===== src/design/vrt_pkg.sv =====
package vrt_pkg;

  localparam int CELL_BITS = 24;
  localparam int FRAC_BITS = 16;
  localparam int DIST_BITS = 32;

  localparam int ORG_W   = 40;
  localparam int DIR_W   = 16;
  localparam int LIM_W   = 16;
  localparam int CLS_W   = 2;
  localparam int WH_W    = 13;
  localparam int STEPS_W = 10;
  localparam int KIND_W  = 2;
  localparam int FACE_W  = 3;
  localparam int IN_W    = 192;

  localparam logic [WH_W-1:0] WH_RESET = 13'd256;

  localparam logic FUNC_START  = 1'b0;
  localparam logic FUNC_ANSWER = 1'b1;

  localparam logic [CLS_W-1:0] CLS_PASS  = 2'd0;
  localparam logic [CLS_W-1:0] CLS_SOLID = 2'd1;

  localparam logic [KIND_W-1:0] KIND_QUERY = 2'd0;
  localparam logic [KIND_W-1:0] KIND_HIT   = 2'd1;
  localparam logic [KIND_W-1:0] KIND_MISS  = 2'd2;

  localparam logic [1:0] SG_NONE = 2'd0;
  localparam logic [1:0] SG_POS  = 2'd1;
  localparam logic [1:0] SG_NEG  = 2'd2;

  localparam logic [FACE_W-1:0] FACE_NEG_X = 3'd0;
  localparam logic [FACE_W-1:0] FACE_POS_X = 3'd1;
  localparam logic [FACE_W-1:0] FACE_NEG_Y = 3'd2;
  localparam logic [FACE_W-1:0] FACE_POS_Y = 3'd3;
  localparam logic [FACE_W-1:0] FACE_NEG_Z = 3'd4;
  localparam logic [FACE_W-1:0] FACE_POS_Z = 3'd5;

  localparam logic [1:0] AXIS_X = 2'd0;
  localparam logic [1:0] AXIS_Y = 2'd1;
  localparam logic [1:0] AXIS_Z = 2'd2;

  typedef enum logic [3:0] {
    ST_IDLE,
    ST_LEN,
    ST_SQRT,
    ST_DINIT,
    ST_DIV,
    ST_MINIT,
    ST_MUL,
    ST_AXIS,
    ST_WALK,
    ST_HIT,
    ST_MISS
  } state_e;

  typedef struct packed {
    logic load_in;
    logic len_start;
    logic sqrt_step;
    logic div_start;
    logic div_step;
    logic mul_start;
    logic mul_step;
    logic axis_store;
    logic walk_step;
    logic emit_hit;
    logic emit_miss;
  } cmd_t;

  typedef struct packed {
    logic             in_func;
    logic             in_bad;
    logic [CLS_W-1:0] in_cls;
    logic             iter_last;
    logic             last_axis;
    logic             out_free;
    logic             walk_res;
    logic             walk_query;
  } sts_t;

endpackage


===== src/design/voxel_ray_traversal_unit.sv =====
// Walks a ray through a 3D cell grid. A start word (tuser 0) carries origin, direction
// and distance limit; setup then runs a bit-serial square root, one shared restoring
// divider of 40 steps and a shift-add multiplier of FracBits + 1 steps per axis; a zero
// direction or limit gives a miss word instead. Afterwards the walker advances one cell
// per cycle while the result register is free, skipping cells outside the vertical
// range, until it sends a query or miss word. A passable answer word (tuser 1) resumes
// the walk, a solid one gives a hit word, any other a miss. One item is processed
// at a time; the result register lets a new item be taken while the last result waits.
module voxel_ray_traversal_unit #(
  parameter int CellBits = vrt_pkg::CELL_BITS,
  parameter int FracBits = vrt_pkg::FRAC_BITS,
  parameter int DistBits = vrt_pkg::DIST_BITS,
  localparam int OutW    = ((3 * CellBits + vrt_pkg::FACE_W + 7) / 8) * 8
) (
  input  logic                       clk_i,
  input  logic                       rst_ni,
  input  logic                       cfg_we_i,
  input  logic [vrt_pkg::WH_W-1:0]   cfg_wdata_i,
  input  logic                       s_axis_tvalid,
  output logic                       s_axis_tready,
  // origin_x, origin_y, origin_z, dir_x, dir_y, dir_z, max_distance, cell_class
  input  logic [vrt_pkg::IN_W-1:0]   s_axis_tdata,
  // func
  input  logic                       s_axis_tuser,
  output logic                       m_axis_tvalid,
  input  logic                       m_axis_tready,
  // cell_x, cell_y, cell_z, face
  output logic [OutW-1:0]            m_axis_tdata,
  // kind
  output logic [vrt_pkg::KIND_W-1:0] m_axis_tuser
);

  vrt_pkg::cmd_t cmd;
  vrt_pkg::sts_t sts;

  vrt_ctrl u_ctrl (
    .clk_i           (clk_i),
    .rst_ni          (rst_ni),
    .s_axis_tvalid_i (s_axis_tvalid),
    .s_axis_tready_o (s_axis_tready),
    .sts_i           (sts),
    .cmd_o           (cmd)
  );

  vrt_datapath #(
    .CellBits (CellBits),
    .FracBits (FracBits),
    .DistBits (DistBits)
  ) u_datapath (
    .clk_i           (clk_i),
    .rst_ni          (rst_ni),
    .cfg_we_i        (cfg_we_i),
    .cfg_wdata_i     (cfg_wdata_i),
    .s_axis_tdata_i  (s_axis_tdata),
    .s_axis_tuser_i  (s_axis_tuser),
    .cmd_i           (cmd),
    .sts_o           (sts),
    .m_axis_tvalid_o (m_axis_tvalid),
    .m_axis_tready_i (m_axis_tready),
    .m_axis_tdata_o  (m_axis_tdata),
    .m_axis_tuser_o  (m_axis_tuser)
  );

endmodule


===== src/design/vrt_ctrl.sv =====
module vrt_ctrl (
  input  logic          clk_i,
  input  logic          rst_ni,
  input  logic          s_axis_tvalid_i,
  output logic          s_axis_tready_o,
  input  vrt_pkg::sts_t sts_i,
  output vrt_pkg::cmd_t cmd_o
);

  vrt_pkg::state_e state_q, state_d;
  logic            active_q, active_d;
  logic            fire;

  assign fire = s_axis_tvalid_i && (state_q == vrt_pkg::ST_IDLE);

  always_comb begin
    state_d  = state_q;
    active_d = active_q;
    case (state_q)
      vrt_pkg::ST_IDLE: begin
        if (fire) begin
          if (sts_i.in_func == vrt_pkg::FUNC_START) begin
            active_d = 1'b0;
            state_d  = sts_i.in_bad ? vrt_pkg::ST_MISS : vrt_pkg::ST_LEN;
          end else if (active_q) begin
            if (sts_i.in_cls == vrt_pkg::CLS_PASS) begin
              state_d = vrt_pkg::ST_WALK;
            end else if (sts_i.in_cls == vrt_pkg::CLS_SOLID) begin
              state_d = vrt_pkg::ST_HIT;
            end else begin
              state_d = vrt_pkg::ST_MISS;
            end
          end
        end
      end
      vrt_pkg::ST_LEN:   state_d = vrt_pkg::ST_SQRT;
      vrt_pkg::ST_SQRT: begin
        if (sts_i.iter_last) begin
          state_d = vrt_pkg::ST_DINIT;
        end
      end
      vrt_pkg::ST_DINIT: state_d = vrt_pkg::ST_DIV;
      vrt_pkg::ST_DIV: begin
        if (sts_i.iter_last) begin
          state_d = vrt_pkg::ST_MINIT;
        end
      end
      vrt_pkg::ST_MINIT: state_d = vrt_pkg::ST_MUL;
      vrt_pkg::ST_MUL: begin
        if (sts_i.iter_last) begin
          state_d = vrt_pkg::ST_AXIS;
        end
      end
      vrt_pkg::ST_AXIS: begin
        if (sts_i.last_axis) begin
          active_d = 1'b1;
          state_d  = vrt_pkg::ST_WALK;
        end else begin
          state_d = vrt_pkg::ST_DINIT;
        end
      end
      vrt_pkg::ST_WALK: begin
        if (sts_i.out_free && sts_i.walk_res) begin
          active_d = sts_i.walk_query;
          state_d  = vrt_pkg::ST_IDLE;
        end
      end
      vrt_pkg::ST_HIT, vrt_pkg::ST_MISS: begin
        if (sts_i.out_free) begin
          active_d = 1'b0;
          state_d  = vrt_pkg::ST_IDLE;
        end
      end
      default: state_d = vrt_pkg::ST_IDLE;
    endcase
  end

  always_comb begin
    cmd_o           = '0;
    s_axis_tready_o = 1'b0;
    case (state_q)
      vrt_pkg::ST_IDLE: begin
        s_axis_tready_o = 1'b1;
        cmd_o.load_in   = fire;
      end
      vrt_pkg::ST_LEN:   cmd_o.len_start  = 1'b1;
      vrt_pkg::ST_SQRT:  cmd_o.sqrt_step  = 1'b1;
      vrt_pkg::ST_DINIT: cmd_o.div_start  = 1'b1;
      vrt_pkg::ST_DIV:   cmd_o.div_step   = 1'b1;
      vrt_pkg::ST_MINIT: cmd_o.mul_start  = 1'b1;
      vrt_pkg::ST_MUL:   cmd_o.mul_step   = 1'b1;
      vrt_pkg::ST_AXIS:  cmd_o.axis_store = 1'b1;
      vrt_pkg::ST_WALK:  cmd_o.walk_step  = sts_i.out_free;
      vrt_pkg::ST_HIT:   cmd_o.emit_hit   = sts_i.out_free;
      vrt_pkg::ST_MISS:  cmd_o.emit_miss  = sts_i.out_free;
      default: cmd_o = '0;
    endcase
  end

  always_ff @(posedge clk_i or negedge rst_ni) begin
    if (!rst_ni) begin
      state_q  <= vrt_pkg::ST_IDLE;
      active_q <= 1'b0;
    end else begin
      state_q  <= state_d;
      active_q <= active_d;
    end
  end

endmodule


===== src/design/vrt_datapath.sv =====
module vrt_datapath #(
  parameter int CellBits = vrt_pkg::CELL_BITS,
  parameter int FracBits = vrt_pkg::FRAC_BITS,
  parameter int DistBits = vrt_pkg::DIST_BITS,
  localparam int OutW    = ((3 * CellBits + vrt_pkg::FACE_W + 7) / 8) * 8
) (
  input  logic                        clk_i,
  input  logic                        rst_ni,
  input  logic                        cfg_we_i,
  input  logic [vrt_pkg::WH_W-1:0]    cfg_wdata_i,
  input  logic [vrt_pkg::IN_W-1:0]    s_axis_tdata_i,
  input  logic                        s_axis_tuser_i,
  input  vrt_pkg::cmd_t               cmd_i,
  output vrt_pkg::sts_t               sts_o,
  output logic                        m_axis_tvalid_o,
  input  logic                        m_axis_tready_i,
  output logic [OutW-1:0]             m_axis_tdata_o,
  output logic [vrt_pkg::KIND_W-1:0]  m_axis_tuser_o
);

  localparam int OW   = vrt_pkg::ORG_W;
  localparam int LW   = 40;
  localparam int CNTW = $clog2(LW);
  localparam int AW   = FracBits + 1 + DistBits;
  localparam int CW   = DistBits + FracBits + 8;
  localparam int EW   = OW + CellBits;
  localparam int YW   = CellBits + vrt_pkg::WH_W;

  logic [vrt_pkg::WH_W-1:0] wh_q;

  logic [OW-1:0]        ox_q, oy_q, oz_q;
  logic signed [15:0]   dx_q, dy_q, dz_q;

  logic [63:0]          rad_q;
  logic [35:0]          rem_q;
  logic [31:0]          root_q;
  logic [CNTW-1:0]      cnt_q;
  logic [1:0]           axis_q;

  logic [LW-1:0]        num_q;
  logic [16:0]          drem_q, dvs_q;
  logic [FracBits:0]    part_q;
  logic [AW-1:0]        acc_q;
  logic [DistBits-1:0]  stp_q;

  logic [CellBits-1:0]  cx_q, cy_q, cz_q;
  logic [DistBits-1:0]  nx_q, ny_q, nz_q, sx_q, sy_q, sz_q;
  logic [5:0]           sg_q;
  logic [vrt_pkg::STEPS_W-1:0] steps_q;
  logic [vrt_pkg::LIM_W-1:0]   lim_q;
  logic [vrt_pkg::FACE_W-1:0]  face_q;

  logic                       ovalid_q;
  logic [vrt_pkg::KIND_W-1:0] okind_q;
  logic [CellBits-1:0]        ocx_q, ocy_q, ocz_q;
  logic [vrt_pkg::FACE_W-1:0] oface_q;

  logic [OW-1:0]           in_ox, in_oy, in_oz;
  logic [15:0]             in_dx, in_dy, in_dz, in_md;
  logic [vrt_pkg::CLS_W-1:0] in_cls;

  assign in_ox  = s_axis_tdata_i[39:0];
  assign in_oy  = s_axis_tdata_i[79:40];
  assign in_oz  = s_axis_tdata_i[119:80];
  assign in_dx  = s_axis_tdata_i[135:120];
  assign in_dy  = s_axis_tdata_i[151:136];
  assign in_dz  = s_axis_tdata_i[167:152];
  assign in_md  = s_axis_tdata_i[183:168];
  assign in_cls = s_axis_tdata_i[185:184];

  function automatic logic [CellBits-1:0] org_cell(input logic [OW-1:0] o);
    logic signed [EW-1:0] e;
    e = EW'(signed'(o));
    e = e >>> FracBits;
    return e[CellBits-1:0];
  endfunction

  function automatic logic [CellBits-1:0] move(input logic [CellBits-1:0] c,
                                               input logic [1:0] sg);
    logic [CellBits-1:0] r;
    r = c;
    if (sg == vrt_pkg::SG_POS) begin
      r = c + CellBits'(1);
    end else if (sg == vrt_pkg::SG_NEG) begin
      r = c - CellBits'(1);
    end
    return r;
  endfunction

  function automatic logic [DistBits-1:0] sadd(input logic [DistBits-1:0] a,
                                               input logic [DistBits-1:0] b);
    logic [DistBits:0] s;
    s = {1'b0, a} + {1'b0, b};
    return s[DistBits] ? '1 : s[DistBits-1:0];
  endfunction

  // Square root of len2 * 2^32, two radicand bits per step.
  logic [35:0] sq_rem_n, sq_trial;
  logic [31:0] len2;
  logic [LW-1:0] lenn;
  logic [47:0] lenn_w;

  assign len2 = 32'(32'(dx_q) * 32'(dx_q)) + 32'(32'(dy_q) * 32'(dy_q)) +
                32'(32'(dz_q) * 32'(dz_q));
  assign sq_rem_n = {rem_q[33:0], rad_q[63:62]};
  assign sq_trial = {2'b00, root_q, 2'b01};
  assign lenn_w   = {root_q, 16'h0000} >> (32 - FracBits);
  assign lenn     = lenn_w[LW-1:0];

  logic signed [15:0] ad_s;
  logic [OW-1:0]      ao;
  logic [16:0]        ad_abs;
  logic [17:0]        dv_t;
  logic               dv_ge;
  logic [FracBits-1:0] fr;
  logic               d_zero, d_pos;

  always_comb begin
    case (axis_q)
      vrt_pkg::AXIS_X: begin ad_s = dx_q; ao = ox_q; end
      vrt_pkg::AXIS_Y: begin ad_s = dy_q; ao = oy_q; end
      default:         begin ad_s = dz_q; ao = oz_q; end
    endcase
  end

  assign d_zero = (ad_s == 16'sd0);
  assign d_pos  = !ad_s[15] && !d_zero;
  assign ad_abs = ad_s[15] ? (17'd0 - {1'b1, ad_s}) : {1'b0, ad_s};
  assign fr     = ao[FracBits-1:0];
  assign dv_t   = {drem_q, num_q[LW-1]};
  assign dv_ge  = dv_t >= {1'b0, dvs_q};

  logic [LW+DistBits-1:0] q_ext;
  logic [DistBits-1:0]    q_sat;
  logic [DistBits:0]      mres;
  logic [DistBits-1:0]    mres_sat;

  assign q_ext    = (LW + DistBits)'(num_q);
  assign q_sat    = (|(q_ext >> DistBits)) ? '1 : q_ext[DistBits-1:0];
  assign mres     = acc_q[AW-1:FracBits];
  assign mres_sat = mres[DistBits] ? '1 : mres[DistBits-1:0];

  // One cell step of the walk.
  logic                       w_res, w_query, w_pick_x, w_pick_y;
  logic [1:0]                 w_sg;
  logic [DistBits-1:0]        w_t;
  logic [vrt_pkg::FACE_W-1:0] w_face;
  logic [CellBits-1:0]        w_cx, w_cy, w_cz;
  logic [DistBits-1:0]        w_nx, w_ny, w_nz;
  logic [CW-1:0]              w_lim;
  logic                       w_yin;

  assign w_pick_x = (nx_q <= ny_q) && (nx_q <= nz_q);
  assign w_pick_y = !w_pick_x && (ny_q <= nz_q);
  assign w_lim    = CW'(lim_q) << (FracBits - 8);

  always_comb begin
    w_cx = cx_q; w_cy = cy_q; w_cz = cz_q;
    w_nx = nx_q; w_ny = ny_q; w_nz = nz_q;
    if (w_pick_x) begin
      w_sg   = sg_q[1:0];
      w_t    = nx_q;
      w_cx   = move(cx_q, w_sg);
      w_nx   = sadd(nx_q, sx_q);
      w_face = (w_sg == vrt_pkg::SG_POS) ? vrt_pkg::FACE_NEG_X : vrt_pkg::FACE_POS_X;
    end else if (w_pick_y) begin
      w_sg   = sg_q[3:2];
      w_t    = ny_q;
      w_cy   = move(cy_q, w_sg);
      w_ny   = sadd(ny_q, sy_q);
      w_face = (w_sg == vrt_pkg::SG_POS) ? vrt_pkg::FACE_NEG_Y : vrt_pkg::FACE_POS_Y;
    end else begin
      w_sg   = sg_q[5:4];
      w_t    = nz_q;
      w_cz   = move(cz_q, w_sg);
      w_nz   = sadd(nz_q, sz_q);
      w_face = (w_sg == vrt_pkg::SG_POS) ? vrt_pkg::FACE_NEG_Z : vrt_pkg::FACE_POS_Z;
    end
    w_yin   = !w_cy[CellBits-1] && (YW'(w_cy) < YW'(wh_q));
    w_query = 1'b0;
    w_res   = 1'b0;
    if (steps_q == '0) begin
      w_res = 1'b1;
    end else if (CW'(w_t) > w_lim) begin
      w_res = 1'b1;
    end else if (w_yin) begin
      w_res   = 1'b1;
      w_query = 1'b1;
    end
  end

  logic [1:0] sg_new;
  assign sg_new = d_zero ? vrt_pkg::SG_NONE : (d_pos ? vrt_pkg::SG_POS : vrt_pkg::SG_NEG);

  logic emit_any;
  assign emit_any = (cmd_i.walk_step && w_res) || cmd_i.emit_hit || cmd_i.emit_miss;

  always_comb begin
    sts_o            = '0;
    sts_o.in_func    = s_axis_tuser_i;
    sts_o.in_bad     = ((in_dx == '0) && (in_dy == '0) && (in_dz == '0)) || (in_md == '0);
    sts_o.in_cls     = in_cls;
    sts_o.iter_last  = (cnt_q == '0);
    sts_o.last_axis  = (axis_q == vrt_pkg::AXIS_Z);
    sts_o.out_free   = !ovalid_q || m_axis_tready_i;
    sts_o.walk_res   = w_res;
    sts_o.walk_query = w_query;
  end

  always_ff @(posedge clk_i or negedge rst_ni) begin
    if (!rst_ni) begin
      wh_q     <= vrt_pkg::WH_RESET;
      ovalid_q <= 1'b0;
      okind_q  <= '0;
      ocx_q <= '0; ocy_q <= '0; ocz_q <= '0; oface_q <= '0;
      cx_q <= '0; cy_q <= '0; cz_q <= '0;
      nx_q <= '0; ny_q <= '0; nz_q <= '0;
      sx_q <= '0; sy_q <= '0; sz_q <= '0;
      sg_q <= '0; steps_q <= '0; lim_q <= '0; face_q <= '0;
    end else begin
      if (cfg_we_i) begin
        wh_q <= cfg_wdata_i;
      end
      if (emit_any) begin
        ovalid_q <= 1'b1;
      end else if (m_axis_tready_i) begin
        ovalid_q <= 1'b0;
      end
      if (cmd_i.load_in && (s_axis_tuser_i == vrt_pkg::FUNC_START)) begin
        cx_q    <= org_cell(in_ox);
        cy_q    <= org_cell(in_oy);
        cz_q    <= org_cell(in_oz);
        lim_q   <= in_md;
        steps_q <= vrt_pkg::STEPS_W'((18'(in_md) * 18'd3) >> 8) + vrt_pkg::STEPS_W'(4);
        face_q  <= '0;
      end
      if (cmd_i.axis_store) begin
        case (axis_q)
          vrt_pkg::AXIS_X: begin
            sx_q <= d_zero ? '1 : stp_q;
            nx_q <= d_zero ? '1 : mres_sat;
            sg_q[1:0] <= sg_new;
          end
          vrt_pkg::AXIS_Y: begin
            sy_q <= d_zero ? '1 : stp_q;
            ny_q <= d_zero ? '1 : mres_sat;
            sg_q[3:2] <= sg_new;
          end
          default: begin
            sz_q <= d_zero ? '1 : stp_q;
            nz_q <= d_zero ? '1 : mres_sat;
            sg_q[5:4] <= sg_new;
          end
        endcase
      end
      if (cmd_i.walk_step && (steps_q != '0)) begin
        steps_q <= steps_q - vrt_pkg::STEPS_W'(1);
        cx_q <= w_cx; cy_q <= w_cy; cz_q <= w_cz;
        nx_q <= w_nx; ny_q <= w_ny; nz_q <= w_nz;
        if (w_query) begin
          face_q <= w_face;
        end
      end
      if (cmd_i.walk_step && w_res) begin
        okind_q  <= w_query ? vrt_pkg::KIND_QUERY : vrt_pkg::KIND_MISS;
        ocx_q    <= w_query ? w_cx : '0;
        ocy_q    <= w_query ? w_cy : '0;
        ocz_q    <= w_query ? w_cz : '0;
        oface_q  <= w_query ? w_face : '0;
      end
      if (cmd_i.emit_hit) begin
        okind_q  <= vrt_pkg::KIND_HIT;
        ocx_q    <= cx_q;
        ocy_q    <= cy_q;
        ocz_q    <= cz_q;
        oface_q  <= face_q;
      end
      if (cmd_i.emit_miss) begin
        okind_q  <= vrt_pkg::KIND_MISS;
        ocx_q    <= '0;
        ocy_q    <= '0;
        ocz_q    <= '0;
        oface_q  <= '0;
      end
    end
  end

  always_ff @(posedge clk_i) begin
    if (cmd_i.load_in) begin
      ox_q <= in_ox; oy_q <= in_oy; oz_q <= in_oz;
      dx_q <= in_dx; dy_q <= in_dy; dz_q <= in_dz;
    end
    if (cmd_i.len_start) begin
      rad_q  <= {len2, 32'h0};
      rem_q  <= '0;
      root_q <= '0;
      cnt_q  <= CNTW'(31);
      axis_q <= vrt_pkg::AXIS_X;
    end
    if (cmd_i.sqrt_step) begin
      rad_q <= {rad_q[61:0], 2'b00};
      cnt_q <= cnt_q - CNTW'(1);
      if (sq_rem_n >= sq_trial) begin
        rem_q  <= sq_rem_n - sq_trial;
        root_q <= {root_q[30:0], 1'b1};
      end else begin
        rem_q  <= sq_rem_n;
        root_q <= {root_q[30:0], 1'b0};
      end
    end
    if (cmd_i.div_start) begin
      num_q  <= lenn;
      drem_q <= '0;
      dvs_q  <= ad_abs;
      cnt_q  <= CNTW'(LW - 1);
    end
    if (cmd_i.div_step) begin
      cnt_q <= cnt_q - CNTW'(1);
      if (dv_ge) begin
        drem_q <= 17'(dv_t - {1'b0, dvs_q});
        num_q  <= {num_q[LW-2:0], 1'b1};
      end else begin
        drem_q <= dv_t[16:0];
        num_q  <= {num_q[LW-2:0], 1'b0};
      end
    end
    if (cmd_i.mul_start) begin
      stp_q  <= q_sat;
      part_q <= d_pos ? ((FracBits + 1)'(1) << FracBits) - (FracBits + 1)'(fr)
                      : (FracBits + 1)'(fr);
      acc_q  <= '0;
      cnt_q  <= CNTW'(FracBits);
    end
    if (cmd_i.mul_step) begin
      cnt_q  <= cnt_q - CNTW'(1);
      part_q <= {part_q[FracBits-1:0], 1'b0};
      acc_q  <= {acc_q[AW-2:0], 1'b0} + (part_q[FracBits] ? AW'(stp_q) : AW'(0));
    end
    if (cmd_i.axis_store) begin
      axis_q <= axis_q + 2'd1;
    end
  end

  assign m_axis_tvalid_o = ovalid_q;
  assign m_axis_tuser_o  = okind_q;
  assign m_axis_tdata_o  = OutW'({oface_q, ocz_q, ocy_q, ocx_q});

endmodule


===== config.mk =====
export PLATFORM = sky130hd
export DESIGN_NAME = voxel_ray_traversal_unit
export DESIGN_NICKNAME = d
export VERILOG_FILES = /design/src/design/vrt_pkg.sv /design/src/design/voxel_ray_traversal_unit.sv /design/src/design/vrt_ctrl.sv /design/src/design/vrt_datapath.sv
export SDC_FILE = /design/constraint.sdc
export NUM_CORES = 2
export LEC_CHECK = 0
export ABC_AREA = 1
export BUFFER_PORTS_ARGS = -buffer_cell sky130_fd_sc_hd__buf_4
export CORE_ASPECT_RATIO = 0.9
export CORE_UTILIZATION = 35
export DETAILED_ROUTE_END_ITERATION = 8
export PLACE_DENSITY = 0.58
export SLEW_MARGIN = 5
export SYNTH_ARGS = -nofsm -noshare
export SYNTH_HDL_FRONTEND = slang
export SYNTH_SLANG_ARGS = --single-unit
export TNS_END_PERCENT = 100

===== constraint.sdc =====
create_clock -name clk_i -period 7.5 [get_ports clk_i]
set_input_delay 1.5 -clock clk_i [delete_from_list [all_inputs] [get_ports clk_i]]
set_output_delay 1.5 -clock clk_i [all_outputs]
set_load 0.005 [all_outputs]

# --- After elaboration in Yosys (flattened, before gate mapping) ---
# Cells that the tools add are included.
word_totals:
  output_inout_bits: 84
  in_bits: 211
  wordCells: 304
  reg_bits: 769
op_classes:
  eq_ne: 33
  reduce_logical: 54
  bitwise_logic: 2
  order_cmp: 7
  n_mul: 4
  mux: 140
  n_addsub: 20
op_table:
  columns: ["op", "count"]
  rows:
  - ["two-way mux 32 bit", 25]
  - ["two-way mux 24 bit", 29]
  - ["two-way mux 64 bit", 2]
  - ["two-way mux 17 bit", 6]
  - ["two-way mux 34 bit", 3]
  - ["adder 32 x 32 -> 33 bit", 3]
  - ["two-way mux 49 bit", 2]
  - ["<= comparator 32 bit", 3]
  - ["multiplier 16 x 16 -> 32 bit", 3]
  - ["logical NOT 16 bit", 5]
  - ["two-way mux 40 bit", 2]
  - ["adder 24 x 1 -> 24 bit (second input constant)", 3]
  - ["subtractor 24 x 1 -> 24 bit (second input constant)", 3]
  - ["adder 32 bit", 2]
  - ["one-hot mux 16 bit (2 select lines)", 2]
  - ["adder 49 bit", 1]
  - ["two-way mux 4 bit", 11]
  - ["one-hot mux 4 bit (10 select lines)", 1]
  - ["greater-or-equal comparator 36 x 34 -> 1 bit", 1]
  - ["two-way mux 6 bit", 6]
  - ["subtractor 34 bit", 1]
  - ["> comparator 32 x 24 -> 1 bit", 1]
  - ["two-way mux 1 bit", 29]
  - ["two-way mux 3 bit", 9]
  - ["43 further kinds", 107]

# --- Depth between registers and ports, before layout ---
depth:
  ltp_word: 15
  depth_mapped: 39
  depth_no_buf: 36

# --- Hierarchy ---
# A second synthesis with hierarchy kept.
unflattened:
  hier_cells: 9384
  area_unflattened_um2: 77698.3
by_module_without_submodules:
  columns: ["module", "cells_per_inst", "n_inst", "seq_area_each_um2", "area_each_um2"]
  rows:
  - ["vrt_datapath", 9277, 1, 20981.4, 77111.5]
  - ["vrt_ctrl", 107, 1, 125.1, 586.8]

# --- Worst setup path before layout ---
# No wires, ideal clock.
synth_timing:
  kind: "reg-to-reg"
  start: "reg u_datapath.dy_q[3]"
  end: "reg u_datapath.rad_q[62], data pin"
  path_buffers: 2
  setup_time_ns: 0.152
  stages_incl_launch_ff: 31
  arrival_time_ns: 7.926
  slack_ns: -0.577
  required_ns: 7.348
  synth_period_minus_slack_ns: 8.077
  path_cell_list: "edfxtp_1 -> clkbuf_1 -> clkbuf_1 -> nand2_1 -> fa_1 -> inv_1 -> fa_1 -> inv_1 -> fa_1 -> inv_1 -> fa_1 -> inv_1 -> fa_1 -> fa_1 -> fa_1 -> inv_1 -> fa_1 -> inv_1 -> fa_1 -> inv_1 -> ha_1 -> nand2_1 -> nor2_1 -> nand2_1 -> o211a_1 -> nand3_1 -> nand2_1 -> a21oi_1 -> or2_2 -> or2_2 -> a31oi_1"
synth_between:
  elab_chain_len: 5
synth_rtl:
  columns: ["element", "line", "text"]
  rows:
  - ["start: declaration", "vrt_datapath.sv:32", "logic signed [15:0] dx_q, dy_q, dz_q;"]
  - ["start signal: assignment", "vrt_datapath.sv:291", "dx_q <= in_dx; dy_q <= in_dy; dz_q <= in_dz;"]
  - ["multiplier 16 x 16 -> 32 bit", "vrt_datapath.sv:103", "assign len2 = 32'(32'(dx_q) * 32'(dx_q)) + 32'(32'(dy_q) * 32'(dy_q)) +"]
  - ["adder 32 bit (2 in a row)", "vrt_datapath.sv:103", null]
  - ["two-way mux 64 bit", "vrt_datapath.sv:293", "if (cmd_i.len_start) begin"]
  - ["two-way mux 64 bit", "vrt_datapath.sv:300", "if (cmd_i.sqrt_step) begin"]
  - ["end signal: assignment", "vrt_datapath.sv:294", "rad_q <= {len2, 32'h0};"]
  - ["end signal: assignment", "vrt_datapath.sv:301", "rad_q <= {rad_q[61:0], 2'b00};"]
  - ["end: declaration", "vrt_datapath.sv:34", "logic [63:0] rad_q;"]
# No other way between the ends. The select of a mux whose other input is x is not followed.
# A chain may end at the register's enable or synchronous reset.

# --- Worst setup path in the final report ---
layout_timing:
  start: "reg u_datapath.dz_q[4]"
  end: "reg u_datapath.rad_q[55], data pin"
layout_between:
  elab_chain_len: 4
layout_rtl:
  columns: ["element", "line", "text"]
  rows:
  - ["start: declaration", "vrt_datapath.sv:32", null]
  - ["start signal: assignment", "vrt_datapath.sv:291", null]
  - ["multiplier 16 x 16 -> 32 bit", "vrt_datapath.sv:104", "32'(32'(dz_q) * 32'(dz_q));"]
  - ["adder 32 bit", "vrt_datapath.sv:103", null]
  - ["two-way mux 64 bit", "vrt_datapath.sv:293", null]
  - ["two-way mux 64 bit", "vrt_datapath.sv:300", null]
# No other way between the ends. The select of a mux whose other input is x is not followed.

==> impl_table.tex <==
\begin{tabular}{lr}
\hline
Metric & Value \\
\hline
\multicolumn{2}{l}{\textbf{STA}} \\
\quad Max Freq & 0.130 GHz \\
\quad Final Cycle Share & 103\% \\
\quad Setup WS post-layout & -220 ps \\
\quad Max-slew headroom at the worst pin & approximately 20\% \\
\quad Post-layout minimum cycle time & 7720 ps \\
\quad Hold violation count in the final report & 0 \\
\quad Max-slew violation count & 0 \\
\quad Setup clock skew after layout & 64.6 ps \\
\quad Setup-violating endpoint count in the final report & 10 \\
\quad Worst hold margin & between 400 and 500 ps \\
\quad Pin slew with the least headroom to its limit & about 1200 ps \\
\quad Setup repair after global routing missed its margin & yes \\
\multicolumn{2}{l}{\textbf{Clock tree}} \\
\quad Clock tree from TritonCTS & done \\
\quad Number of buffers added by the clock tree synthesis step & 95 \\
\quad Clock latency on the worst-skew pair & 770 ps \\
\quad Clk pin slew, worst setup/hold paths & 60 ps \\
\quad Max H-tree Level & 3 \\
\quad Clock root buffer & clkbuf\_16 \\
\quad Maximum clock path buffer count & 3 \\
\quad Number of sinks handled by clock tree synthesis & 769 \\
\multicolumn{2}{l}{\textbf{Synthesis}} \\
\quad Commonest cells in the netlist & 1891 x inv\_1, 1818 x nand2\_1, 827 x fa\_1, 558 x nor2\_1, 546 x ha\_1 \\
\quad Library cells used by synthesis & 72 \\
\quad Post-Syn Area per Cell & 8.34 µm² \\
\quad Synth Area in Compound Gates & 11.6\% \\
\quad Share of the synthesized area in the top cell type & 21.7\% \\
\quad Cells taking the most area after synthesis & fa\_1 22\%, edfxtp\_1 15\%, dfrtp\_1 13\%, inv\_1 9.3\%, ha\_1 9.0\% \\
\quad Xor-xnor portion of the synthesized cell area & 3.19\% \\
\quad Post-synthesis instance area & 76200 µm² \\
\quad Seq/Total Area, Yosys & 27.7\% \\
\quad Yosys warning count & 0 \\
\quad Most used flip-flop cell after synthesis & dfrtp\_1 \\
\quad Multiplexer share of the synthesized area & less than 1\% \\
\quad EDFF count, synth & 373 \\
\quad Biggest area consumer among synthesized cells & fa\_1 \\
\quad Dominant combinational cell family by area after synthesis & adder cells \\
\quad Total of flip-flops plus latches after synthesis & a little under 800 \\
\quad Mapped Cells & approximately 9100 \\
\quad Simple-gate portion of the synthesized area & 15.7\% \\
\quad Adder and majority gate portion of the synthesized area & 30.7\% \\
\quad Fraction of synthesis flops using an asynchronous set or reset pin & 51.4\% \\
\quad Most used standard cell by instance count after synthesis & inv\_1 \\
\multicolumn{2}{l}{\textbf{Run status}} \\
\quad Status & finished, violations left \\
\quad Failing checks & negative setup slack \\
\multicolumn{2}{l}{\textbf{Setup path}} \\
\quad Most prevalent standard cell on the critical path & buf\_4 \\
\quad Delay contributed by the slowest stage of the critical path & $\sim$600 ps \\
\quad Type of element launching the critical path & flop \\
\quad Crit path DAT & 8200 ps \\
\quad Critical Setup Path Class & reg2reg \\
\quad Critical path required time & 7980 ps \\
\quad Depth of the worst register-to-register path & 30 \\
\quad Critical Path Fanout Max & 6 \\
\quad Cell at the slowest stage of the critical path & fa\_1 \\
\quad Critical path capture point type & flop \\
\multicolumn{2}{l}{\textbf{Drt}} \\
\quad DR WL/cell & 18.2 µm \\
\quad Remaining DRCs & 0 \\
\quad Initial detailed-routing violation count & 4708 \\
\quad Routed wire length & 232 mm \\
\quad Mean number of vias per cell & 4.98 \\
\quad DRT antenna net count & 0 \\
\quad DRT Pass-1 Iters & 5 \\
\quad Vias & 63392 \\
\multicolumn{2}{l}{\textbf{Worst hold path}} \\
\quad Kind of path behind the tightest hold check & reg2reg \\
\quad Number of cells traversed by the worst hold path & 2 \\
\multicolumn{2}{l}{\textbf{Global routing}} \\
\quad Vias in the first global route & around 65000 \\
\quad Wire length of the first global-routing pass & 368 mm \\
\quad Pin count of the biggest net entering global routing & 147 \\
\quad Antenna violations before repair & 5 \\
\quad Total GRT Usage & 21.3\% \\
\quad Total congestion overflow & 0 \\
\multicolumn{2}{l}{\textbf{Die}} \\
\quad FP Rows & 162 \\
\quad Vertical die dimension & 445 µm \\
\quad Area of the die & 220000 µm² \\
\quad Top-Level Pins & 295 \\
\quad Die width & between 400 and 500 µm \\
\quad Initial core utilization & 35.2\% \\
\quad Core ar. & 216000 µm² \\
\multicolumn{2}{l}{\textbf{Finish}} \\
\quad Finished Core Util & a little over two fifths \\
\quad Number of filler instances in the final layout & around 22000 \\
\quad Layout net count & 11378 \\
\quad Sequential cell area & 21100 µm² \\
\quad Area added between synthesis and finish & 18.5\% \\
\quad Combined area of the multi-input logic cells & 47900 µm² \\
\quad Share of cells above drive strength 1 & 14.3\% \\
\multicolumn{2}{l}{\textbf{Placed design}} \\
\quad Input/output buffers & 283 \\
\quad Dpl hpwl & 186 mm \\
\quad Global placer's final weighted congestion & 0.953 \\
\multicolumn{2}{l}{\textbf{Flow run}} \\
\quad MaxCap Viol Count & 0 \\
\hline
\end{tabular}
[state kept, by name, indices dropped and copies added, names as in the netlist, 32 cells and up]
register,flops
u_datapath.acc_q,49
u_datapath.num_q,40
u_datapath.rem_q,34
u_datapath.nx_q,32
u_datapath.ny_q,32
u_datapath.nz_q,32
u_datapath.rad_q,32
u_datapath.root_q,32
u_datapath.stp_q,32
u_datapath.sx_q,32
u_datapath.sy_q,32
u_datapath.sz_q,32
[layout by cell type, fill, tap and decap left out, drive strengths merged, types with 7 or more instances in the layout]
cell	n
or2	62
clkbuf	122
ha	546
a32o	8
nor3	90
o31ai	14
a211oi	18
dfrtp	394
nor4	46
a22o	16
xor2	183
buf	890
edfxtp	373
a22oi	45
o21a	37
nand3b	7
a21o	22
a221oi	7
inv	1900
o221ai	48
o22ai	53
a31oi	49
a21oi	540
nand2	1827
o211ai	22
o21ai	622
o21bai	22
conb	7
nand3	225
fa	827
a21boi	14
xnor2	95
nor2	561
clkinv	39
nand4	78
[area by class of cell]
class | instances | share of cell area (%)
multi-input cells | 6134 | 53.0
flip-flops and latches | 769 | 23.4
repair buffers | 890 | 8.27
inverters | 1904 | 7.94
well taps | 2870 | 3.98
clock buffers | 122 | 2.85
clock inverters | 47 | 0.594
diodes | 2 | 0.00554
[worst max-delay path, delay by kind of cell (launching register included)]
kind,cells,cell delay [ps]
adder cells (fa/ha/maj),10,5010
flip-flops,1,400
AND/OR/NAND/NOR,4,320
buffers and inverters,14,1560
AO/OA/AOI/OAI,2,180
[metrics by stage]
step / std cells / TNS, ps / setup slack, ps / instance area [µm²]
global route: 12737 / -4590 / -425 / 90300
detailed placement: 12484 / -6630 / -670 / 85400
CTS: 12729 / -1080 / -169 / 90000
global placement: 12484 / -6640 / -617 / 85400
finish: 12738 / -1470 / -220 / 90300
floorplan: 9145 / -77.0 / -52.0 / 76700
[path summary, 6_finish.rpt]
check	start	slack [ps]	end
min in group asynchronous	rst_ni	680	u_datapath.ocz_q[8]
hold reg to reg	u_datapath.m_axis_tuser_o[0]	470	u_datapath.m_axis_tuser_o[0]
setup / recovery	u_datapath.dz_q[4]	-220	u_datapath.rad_q[55]
hold / removal	u_datapath.m_axis_tuser_o[0]	470	u_datapath.m_axis_tuser_o[0]
max in group asynchronous	rst_ni	5500	u_datapath.sz_q[3]
setup reg to reg	u_datapath.dz_q[4]	-220	u_datapath.rad_q[55]
[cell families after synthesis]
kind of cell    count (synthesis)
xor+xnor                      278
fa+ha+maj                    1373
compound gates               1559
mux                             4
buf+inv                      2242
other cells                     1
flops                         769
simple gates                 2913
[timing repair]
item / 4_1_cts / 5_1_grt
buffers inserted: 76 / 11
gates cloned: 1 / 0
gates resized for setup: 242 / 90
hold buffers: 0 / 0
pin swaps: 281 / 78
endpoints found under the setup margin: 17 / 16
[routing by layer]
| layer | vias to the layer above | global-route usage, % | share of wire [%] |
|---|---|---|---|
| met5 | - | 0 | 0.013 |
| met4 | 4 | 6.53 | 3.2 |
| met3 | 357 | 2.53 | 5.3 |
| met2 | 1717 | 34.8 | 47 |
| met1 | 31094 | 29.5 | 45 |
| li1 | 30220 | - | - |
Power is left out: the tool's default activity adds up to more than one toggle a clock period on the data nets, which glitch-free logic cannot reach.
